--- src/hdl/pldt_pkg.sv ---
// Package: shared types, constants and helpers of the path latency delta tracker.
`timescale 1ns / 1ps
`default_nettype none

package pldt_pkg;

    // Number of tracked paths and derived storage sizes
    localparam int NUM_PATHS = 8;
    localparam int PATH_W    = (NUM_PATHS > 1) ? $clog2(NUM_PATHS) : 1;
    localparam int MAT_DEPTH = NUM_PATHS * NUM_PATHS;
    localparam int MAT_AW    = (MAT_DEPTH > 1) ? $clog2(MAT_DEPTH) : 1;

    // Field widths
    localparam int PATH_IN_W = 8;
    localparam int TIME_W    = 64;
    localparam int SECS_W    = 32;
    localparam int USEC_W    = 20;
    localparam int DELTA_W   = 32;
    localparam int MAX_W     = 31;

    // Microseconds per second
    localparam logic [USEC_W-1:0] USEC_PER_SEC = 20'd1000000;

    // Sequencer states
    typedef enum logic [2:0] {
        ST_IDLE,
        ST_MUL,
        ST_ADD,
        ST_SUB,
        ST_ROW,
        ST_COL,
        ST_SCAN,
        ST_LAST
    } pldt_state_t;

    // Shared unit operations
    typedef enum logic [1:0] {
        ALU_MUL,
        ALU_ADD,
        ALU_SUB
    } alu_op_t;

    typedef struct packed {
        alu_op_t            op;
        logic [TIME_W-1:0]  a;
        logic [TIME_W-1:0]  b;
    } alu_req_t;

    typedef struct packed {
        logic [TIME_W-1:0]  result;
        logic               borrow;
    } alu_res_t;

    // Difference matrix write request
    typedef struct packed {
        logic               en;
        logic [MAT_AW-1:0]  addr;
        logic [DELTA_W-1:0] data;
    } dmem_wr_t;

    // Flat matrix address of entry [row][col]
    function automatic logic [MAT_AW-1:0] mat_addr(input logic [PATH_W-1:0] row,
                                                   input logic [PATH_W-1:0] col);
        logic [MAT_AW-1:0] base;
        base = MAT_AW'(row) * MAT_AW'(NUM_PATHS);
        return base + MAT_AW'(col);
    endfunction

endpackage

`default_nettype wire

--- src/hdl/pldt_alu.sv ---
// Shared arithmetic unit: constant multiply, add, and subtract with borrow.
`timescale 1ns / 1ps
`default_nettype none

module pldt_alu (
    input  wire pldt_pkg::alu_req_t req,
    output pldt_pkg::alu_res_t      res
);

    logic [51:0]                 prod;
    logic [pldt_pkg::TIME_W:0]   wide;

    // Scale seconds by one million
    assign prod = req.a[pldt_pkg::SECS_W-1:0] * pldt_pkg::USEC_PER_SEC;

    // Select the operation
    always_comb begin
        case (req.op)
            pldt_pkg::ALU_MUL: wide = {1'b0, 12'd0, prod};
            pldt_pkg::ALU_ADD: wide = {1'b0, req.a} + {1'b0, req.b};
            pldt_pkg::ALU_SUB: wide = {1'b0, req.a} - {1'b0, req.b};
            default:           wide = '0;
        endcase
    end

    assign res.result = wide[pldt_pkg::TIME_W-1:0];
    assign res.borrow = (req.op == pldt_pkg::ALU_SUB) ? wide[pldt_pkg::TIME_W] : 1'b0;

endmodule

`default_nettype wire

--- src/hdl/pldt_dmem.sv ---
// Difference matrix storage: one write port, one registered read port, per-entry valid bits.
`timescale 1ns / 1ps
`default_nettype none

module pldt_dmem (
    input  wire                                 aclk,
    input  wire                                 aresetn,
    input  wire pldt_pkg::dmem_wr_t             wr,
    input  wire [pldt_pkg::MAT_AW-1:0]          rd_addr,
    output logic [pldt_pkg::DELTA_W-1:0]        rd_data
);

    logic [pldt_pkg::DELTA_W-1:0] mem [pldt_pkg::MAT_DEPTH];
    logic [pldt_pkg::MAT_DEPTH-1:0] vld_reg;
    logic [pldt_pkg::DELTA_W-1:0] rd_mem_reg;
    logic                         rd_vld_reg;

    // Write entry and read port
    always_ff @(posedge aclk) begin
        if (wr.en) begin
            mem[wr.addr] <= wr.data;
        end
        rd_mem_reg <= mem[rd_addr];
    end

    // Track written entries; reset marks all as zero
    always_ff @(posedge aclk) begin
        if (!aresetn) begin
            vld_reg    <= '0;
            rd_vld_reg <= 1'b0;
        end else begin
            if (wr.en) begin
                vld_reg[wr.addr] <= 1'b1;
            end
            rd_vld_reg <= vld_reg[rd_addr];
        end
    end

    // Unwritten entries read as zero
    assign rd_data = rd_vld_reg ? rd_mem_reg : '0;

endmodule

`default_nettype wire

--- src/hdl/path_latency_delta_tracker_core.sv ---
// Top level: sequencer, path latency table and result register of the delta tracker.
// An item runs through the MUL, ADD and SUB steps, then a ROW and COL step per path, then a
// scan of every matrix entry; an out-of-range path skips the update walk.
// No new item is accepted until the result is loaded; the shared unit walks up to two matrix
// writes per path, then one matrix read per entry for the maximum.
// Reset clears all path latencies and the matrix valid bits at once; no clearing pass.
`timescale 1ns / 1ps
`default_nettype none

module path_latency_delta_tracker_core (
    input  wire         aclk,
    input  wire         aresetn,
    input  wire         s_tvalid,
    output logic        s_tready,
    input  wire [127:0] s_tdata,   // path_id, source_time_us, arrival_seconds, arrival_micros
    output logic        m_tvalid,
    input  wire         m_tready,
    output logic [95:0] m_tdata,   // latency_us, max_delta
    output logic        m_tuser    // path_ignored
);

    pldt_pkg::pldt_state_t state_reg, state_next;

    logic [pldt_pkg::PATH_IN_W-1:0] path_reg;
    logic [pldt_pkg::TIME_W-1:0]    src_reg;
    logic [pldt_pkg::SECS_W-1:0]    secs_reg;
    logic [pldt_pkg::USEC_W-1:0]    usec_reg;
    logic [pldt_pkg::TIME_W-1:0]    acc_reg;
    logic [pldt_pkg::MAX_W-1:0]     best_reg;
    logic [pldt_pkg::PATH_W-1:0]    idx_reg;
    logic [pldt_pkg::MAT_AW-1:0]    scan_reg;
    logic                           cmp_en_reg;

    logic [pldt_pkg::TIME_W-1:0]    lat_tab [pldt_pkg::NUM_PATHS];

    logic                           out_valid_reg;
    logic [pldt_pkg::TIME_W-1:0]    out_lat_reg;
    logic [pldt_pkg::MAX_W-1:0]     out_max_reg;
    logic                           out_ign_reg;

    pldt_pkg::alu_req_t             alu_req;
    pldt_pkg::alu_res_t             alu_res;
    pldt_pkg::dmem_wr_t             mat_wr;
    logic [pldt_pkg::DELTA_W-1:0]   rd_data;

    logic                           accept;
    logic                           path_ok;
    logic [pldt_pkg::PATH_W-1:0]    p_idx;
    logic [pldt_pkg::TIME_W-1:0]    li;
    logic                           idx_last;
    logic                           scan_last;
    logic                           cmp_hit;
    logic                           out_load;
    logic                           lat_wr;

    assign accept    = s_tvalid && s_tready;
    assign path_ok   = path_reg < pldt_pkg::PATH_IN_W'(pldt_pkg::NUM_PATHS);
    assign p_idx     = path_reg[pldt_pkg::PATH_W-1:0];
    assign li        = lat_tab[idx_reg];
    assign idx_last  = idx_reg == pldt_pkg::PATH_W'(pldt_pkg::NUM_PATHS - 1);
    assign scan_last = scan_reg == pldt_pkg::MAT_AW'(pldt_pkg::MAT_DEPTH - 1);
    assign cmp_hit   = cmp_en_reg && alu_res.borrow && !rd_data[pldt_pkg::DELTA_W-1];

    pldt_alu u_alu (
        .req (alu_req),
        .res (alu_res)
    );

    pldt_dmem u_dmem (
        .aclk    (aclk),
        .aresetn (aresetn),
        .wr      (mat_wr),
        .rd_addr (scan_reg),
        .rd_data (rd_data)
    );

    // Next state
    always_comb begin
        state_next = state_reg;
        case (state_reg)
            pldt_pkg::ST_IDLE: begin
                if (accept) begin
                    state_next = pldt_pkg::ST_MUL;
                end
            end
            pldt_pkg::ST_MUL:  state_next = pldt_pkg::ST_ADD;
            pldt_pkg::ST_ADD:  state_next = pldt_pkg::ST_SUB;
            pldt_pkg::ST_SUB:  state_next = path_ok ? pldt_pkg::ST_ROW : pldt_pkg::ST_SCAN;
            pldt_pkg::ST_ROW:  state_next = pldt_pkg::ST_COL;
            pldt_pkg::ST_COL:  state_next = idx_last ? pldt_pkg::ST_SCAN : pldt_pkg::ST_ROW;
            pldt_pkg::ST_SCAN: begin
                if (scan_last) begin
                    state_next = pldt_pkg::ST_LAST;
                end
            end
            pldt_pkg::ST_LAST: begin
                if (out_load) begin
                    state_next = pldt_pkg::ST_IDLE;
                end
            end
            default:           state_next = pldt_pkg::ST_IDLE;
        endcase
    end

    // Control outputs and shared unit operands
    always_comb begin
        s_tready     = 1'b0;
        out_load     = 1'b0;
        lat_wr       = 1'b0;
        alu_req.op   = pldt_pkg::ALU_SUB;
        alu_req.a    = {{(pldt_pkg::TIME_W - pldt_pkg::MAX_W){1'b0}}, best_reg};
        alu_req.b    = {{(pldt_pkg::TIME_W - pldt_pkg::DELTA_W){1'b0}}, rd_data};
        mat_wr.en    = 1'b0;
        mat_wr.addr  = pldt_pkg::mat_addr(p_idx, idx_reg);
        mat_wr.data  = alu_res.result[pldt_pkg::DELTA_W-1:0];
        case (state_reg)
            pldt_pkg::ST_IDLE: s_tready = 1'b1;
            pldt_pkg::ST_MUL: begin
                alu_req.op = pldt_pkg::ALU_MUL;
                alu_req.a  = {{(pldt_pkg::TIME_W - pldt_pkg::SECS_W){1'b0}}, secs_reg};
            end
            pldt_pkg::ST_ADD: begin
                alu_req.op = pldt_pkg::ALU_ADD;
                alu_req.a  = acc_reg;
                alu_req.b  = {{(pldt_pkg::TIME_W - pldt_pkg::USEC_W){1'b0}}, usec_reg};
            end
            pldt_pkg::ST_SUB: begin
                alu_req.a = acc_reg;
                alu_req.b = src_reg;
                lat_wr    = path_ok;
            end
            pldt_pkg::ST_ROW: begin
                alu_req.a = acc_reg;
                alu_req.b = li;
                mat_wr.en = li != '0;
            end
            pldt_pkg::ST_COL: begin
                alu_req.a   = li;
                alu_req.b   = acc_reg;
                mat_wr.en   = li != '0;
                mat_wr.addr = pldt_pkg::mat_addr(idx_reg, p_idx);
            end
            pldt_pkg::ST_SCAN: ;
            pldt_pkg::ST_LAST: out_load = !out_valid_reg || m_tready;
            default: ;
        endcase
    end

    // Sequencer control registers
    always_ff @(posedge aclk) begin
        if (!aresetn) begin
            state_reg     <= pldt_pkg::ST_IDLE;
            out_valid_reg <= 1'b0;
        end else begin
            state_reg <= state_next;
            if (out_load) begin
                out_valid_reg <= 1'b1;
            end else if (m_tready) begin
                out_valid_reg <= 1'b0;
            end
        end
    end

    // Path latency table; reset marks every path empty
    always_ff @(posedge aclk) begin
        if (!aresetn) begin
            for (int k = 0; k < pldt_pkg::NUM_PATHS; k++) begin
                lat_tab[k] <= '0;
            end
        end else if (lat_wr) begin
            lat_tab[p_idx] <= alu_res.result;
        end
    end

    // Datapath: capture item, hold accumulator, advance counters, track maximum
    always_ff @(posedge aclk) begin
        case (state_reg)
            pldt_pkg::ST_IDLE: begin
                if (accept) begin
                    path_reg <= s_tdata[7:0];
                    src_reg  <= s_tdata[71:8];
                    secs_reg <= s_tdata[103:72];
                    usec_reg <= s_tdata[123:104];
                end
                best_reg   <= '0;
                idx_reg    <= '0;
                scan_reg   <= '0;
                cmp_en_reg <= 1'b0;
            end
            pldt_pkg::ST_MUL, pldt_pkg::ST_ADD, pldt_pkg::ST_SUB: begin
                acc_reg <= alu_res.result;
            end
            pldt_pkg::ST_COL: begin
                idx_reg <= idx_reg + 1'b1;
            end
            pldt_pkg::ST_SCAN: begin
                cmp_en_reg <= 1'b1;
                if (cmp_hit) begin
                    best_reg <= rd_data[pldt_pkg::MAX_W-1:0];
                end
                if (!scan_last) begin
                    scan_reg <= scan_reg + 1'b1;
                end
            end
            pldt_pkg::ST_LAST: begin
                if (cmp_hit) begin
                    best_reg <= rd_data[pldt_pkg::MAX_W-1:0];
                end
            end
            default: ;
        endcase
    end

    // Result register
    always_ff @(posedge aclk) begin
        if (out_load) begin
            out_lat_reg <= acc_reg;
            out_max_reg <= cmp_hit ? rd_data[pldt_pkg::MAX_W-1:0] : best_reg;
            out_ign_reg <= !path_ok;
        end
    end

    assign m_tvalid = out_valid_reg;
    assign m_tdata  = {1'b0, out_max_reg, out_lat_reg};
    assign m_tuser  = out_ign_reg;

endmodule

`default_nettype wire
--- config.mk ---
export PLATFORM = sky130hd
export DESIGN_NAME = path_latency_delta_tracker_core
export DESIGN_NICKNAME = d
export VERILOG_FILES = /design/src/hdl/pldt_pkg.sv /design/src/hdl/pldt_alu.sv /design/src/hdl/pldt_dmem.sv /design/src/hdl/path_latency_delta_tracker_core.sv
export SDC_FILE = /design/constraint.sdc
export NUM_CORES = 2
export LEC_CHECK = 0
export BUFFER_PORTS_ARGS = -buffer_cell sky130_fd_sc_hd__buf_2
export CELL_PAD_IN_SITES_DETAIL_PLACEMENT = 0
export CELL_PAD_IN_SITES_GLOBAL_PLACEMENT = 1
export CORE_ASPECT_RATIO = 1.5
export CORE_UTILIZATION = 40
export DETAILED_ROUTE_END_ITERATION = 10
export GPL_TIMING_DRIVEN = 0
export PLACE_DENSITY_LB_ADDON = 0.1
export REMOVE_ABC_BUFFERS = 1
export SYNTH_ARGS = -nofsm -noshare
export SYNTH_HDL_FRONTEND = slang
export SYNTH_SLANG_ARGS = --single-unit
export TNS_END_PERCENT = 50
--- constraint.sdc ---
create_clock -name aclk -period 9.95 [get_ports aclk]
set_input_delay 0.995 -clock aclk [delete_from_list [all_inputs] [get_ports aclk]]
set_output_delay 0.995 -clock aclk [all_outputs]
set_load 0.005 [all_outputs]
==> flow_metrics.tcl <==
set metrics [dict create \
    first_pass_iters 6 \
    max-slew-margin-rel 0.0134 \
    die_w_microns 468 \
    grt_pass1_wl_microns 571000 \
    regMostFlops "u_dmem.mem" \
    overflow 0 \
    violations "max-capacitance violations" \
    viasPerCell 5.73 \
    layout_worst_path_cycle_share 0.993 \
    io-pin-count 231 \
    globalplace.congestion 0.913 \
    max_freq_mhz 101 \
    cts-root-buf "clkbuf_16" \
    cap_viol_max_count 1 \
    ys_types 107 \
    yosysSeqAreaShare 0.682 \
    avgSynthCellArea_sq_um 17.3 \
    status "finished, violations left" \
    drt_iter0_drc 5874 \
    syn_area_sq_um 130000 \
    cts.path.max_buffers 4 \
    min_path_type "in2reg" \
    drv_slew 0 \
    wire_per_inst_microns 32.7 \
    tritoncts "done" \
    nets 8411 \
    synth_seq_cells 2989 \
    clk_pin_slew_ns 0.07 \
    critPathCapture "lat_tab[4][49]" \
    async_flop_share 0 \
    drive_gt1_frac 0.257 \
    crit_required_ns 10.66 \
    reg.largest.list "u_dmem.mem: 2048 flops, lat_tab: 512 flops" \
    layout.cells.most_common "edfxtp_1" \
    pre_cts_slack_ns -2.23 \
    core-area_sq_um 324000 \
    r2r-end "lat_tab[4][49]" \
    drc 0 \
    fin_crit_ns 9.88 \
    fin_skew_ns 0.0573 \
    startpoint "state_reg[2]" \
    via_count 71363 \
    mostFrequentLayoutCells "2885 x edfxtp_1, 806 x mux4_2, 754 x nor2_1" \
    clock_sinks 2989 \
    ys_warn_count 0 \
    tightest_slew_ns 1.47 \
    rows 256 \
    start_util 0.402 \
    r2r_cells 28 \
    setup_viol 0 \
    slowest_delay_ns 0.77 \
    crit_family "compound AO/OA/AOI/OAI gates" \
    worst_setup_path_start_kind "register" \
    area_delta_synth_final_pct 17.5 \
    drt-total-wl_microns 407000 \
    crit_buf_inv 4 \
    rsz0062_at_grt "no" \
    htreeDepth 5 \
    place_hpwl_microns 281000 \
    antenna_found_initial 24 \
    dieArea_sq_um 328000 \
    drtAntennaViolNets 0 \
    largest_reg_flops 2048 \
    critPathMaxFanout 57 \
    synth_cells 7509 \
    synth-main-ff-cell "edfxtp_1" \
    insertion_delay_ns 0.89 \
    finalHoldViolations 0 \
    cpMaxStageDelayCell "dfxtp_4" \
    track_usage 0.248 \
    final.setup.tns_ns 0 \
    grt_pass1_vias 74837 \
    setup_slack_ns 0.0720 \
    path_common_cell "fa_1" \
    synth_edf_count 2885 \
    r2r_slack_ns 0.07 \
    hp-start "s_tdata[30]" \
    critPathArrivalTime_ns 10.59 \
    r2r_start "state_reg[2]" \
    grt_max_degree 80 \
    port_buffers 225 \
    path_depth 28 \
    cts_made_buffers 300 \
    die_y_microns 701 \
    critical_path.endpoint_type "register" \
    path_class "reg2reg" \
]
==> kinds of logic (layout without fill, tap and decap cells) <==
group / after synthesis / count (layout) / synth area share
flip-flops: 2989 / 2989 / 0.682
AO/OA/AOI/OAI: 899 / 899 / 0.0463
AND/OR/NAND/NOR: 1470 / 1470 / 0.0481
buffers and inverters: 684 / 1365 / 0.0208
XOR/XNOR: 152 / 152 / 0.0105
multiplexers: 975 / 975 / 0.153
other: 1 / 10 / 0.0000288
adder cells (fa/ha/maj): 339 / 339 / 0.0391
==> Yosys cell counts, drive strengths merged (49+ instances only) <==
cell / count / area share
xnor2: 103 / 0.0071
o21a: 98 / 0.0057
o21ai: 202 / 0.0078
inv: 278 / 0.0080
nand2: 315 / 0.0091
nor2: 828 / 0.024
dfxtp: 104 / 0.016
buf: 151 / 0.0054
a21oi: 224 / 0.0087
mux4: 806 / 0.14
a21o: 75 / 0.0043
nand3: 70 / 0.0027
edfxtp: 2885 / 0.67
ha: 209 / 0.020
mux2i: 113 / 0.0089
xor2: 49 / 0.0034
clkbuf: 252 / 0.0073
fa: 117 / 0.018
nor3: 51 / 0.0020
mux2: 56 / 0.0049
==> stage by stage <==
| stage | area, sq um | cells | utilization | hold WS (ns) |
|---|---|---|---|---|
| finish | 153000 | 12456 | 0.472 | 0.282 |
| floorplan | 128000 | 7106 | - | 0.435 |
| CTS | 153000 | 12440 | 0.472 | 0.216 |
| global route | 153000 | 12452 | 0.472 | 0.247 |
| detailed placement | 143000 | 11887 | 0.441 | 0.448 |
| global placement | 135000 | 11588 | 0.417 | 0.441 |
==> how the worst min path moves through the flow <==
stage	end	slack, ns	cells after the start
after floorplan	u_dmem.vld_reg[10]	0.44	1
after global placement	u_dmem.vld_reg[10]	0.44	1
after detailed placement	u_dmem.vld_reg[6]	0.45	1
after CTS	src_reg[22]	0.22	1
after global routing	src_reg[17]	0.25	1
final	src_reg[22]	0.28	1
==> metal layers <==
metal,share of wire,GRT usage
met5,0.000064,0
met4,0.059,0.124
met3,0.045,0.0313
met2,0.53,0.451
met1,0.37,0.287
==> layout make-up <==
| cell class | instances | area, sq um |
|---|---|---|
| fill | 27388 | 171000 |
| inverter | 281 | 1060 |
| timing repair buffer | 545 | 8400 |
| sequential | 2989 | 88700 |
| antenna | 9 | 22.5 |
| clock buffer | 373 | 8080 |
| clock inverter | 166 | 1490 |
| tap | 4257 | 5330 |
| multi-input combinational | 3836 | 39800 |
==> repair_timing <==
action	4_1_cts	5_1_grt
resized for setup	43	25
setup endpoints to repair	746	301
hold buffers	0	0
cloned	1	0
setup buffers	13	7
pin swaps	2	3
Power is not shown: default switching activity piles up to over one toggle a cycle in this logic, so the estimate is an artifact.
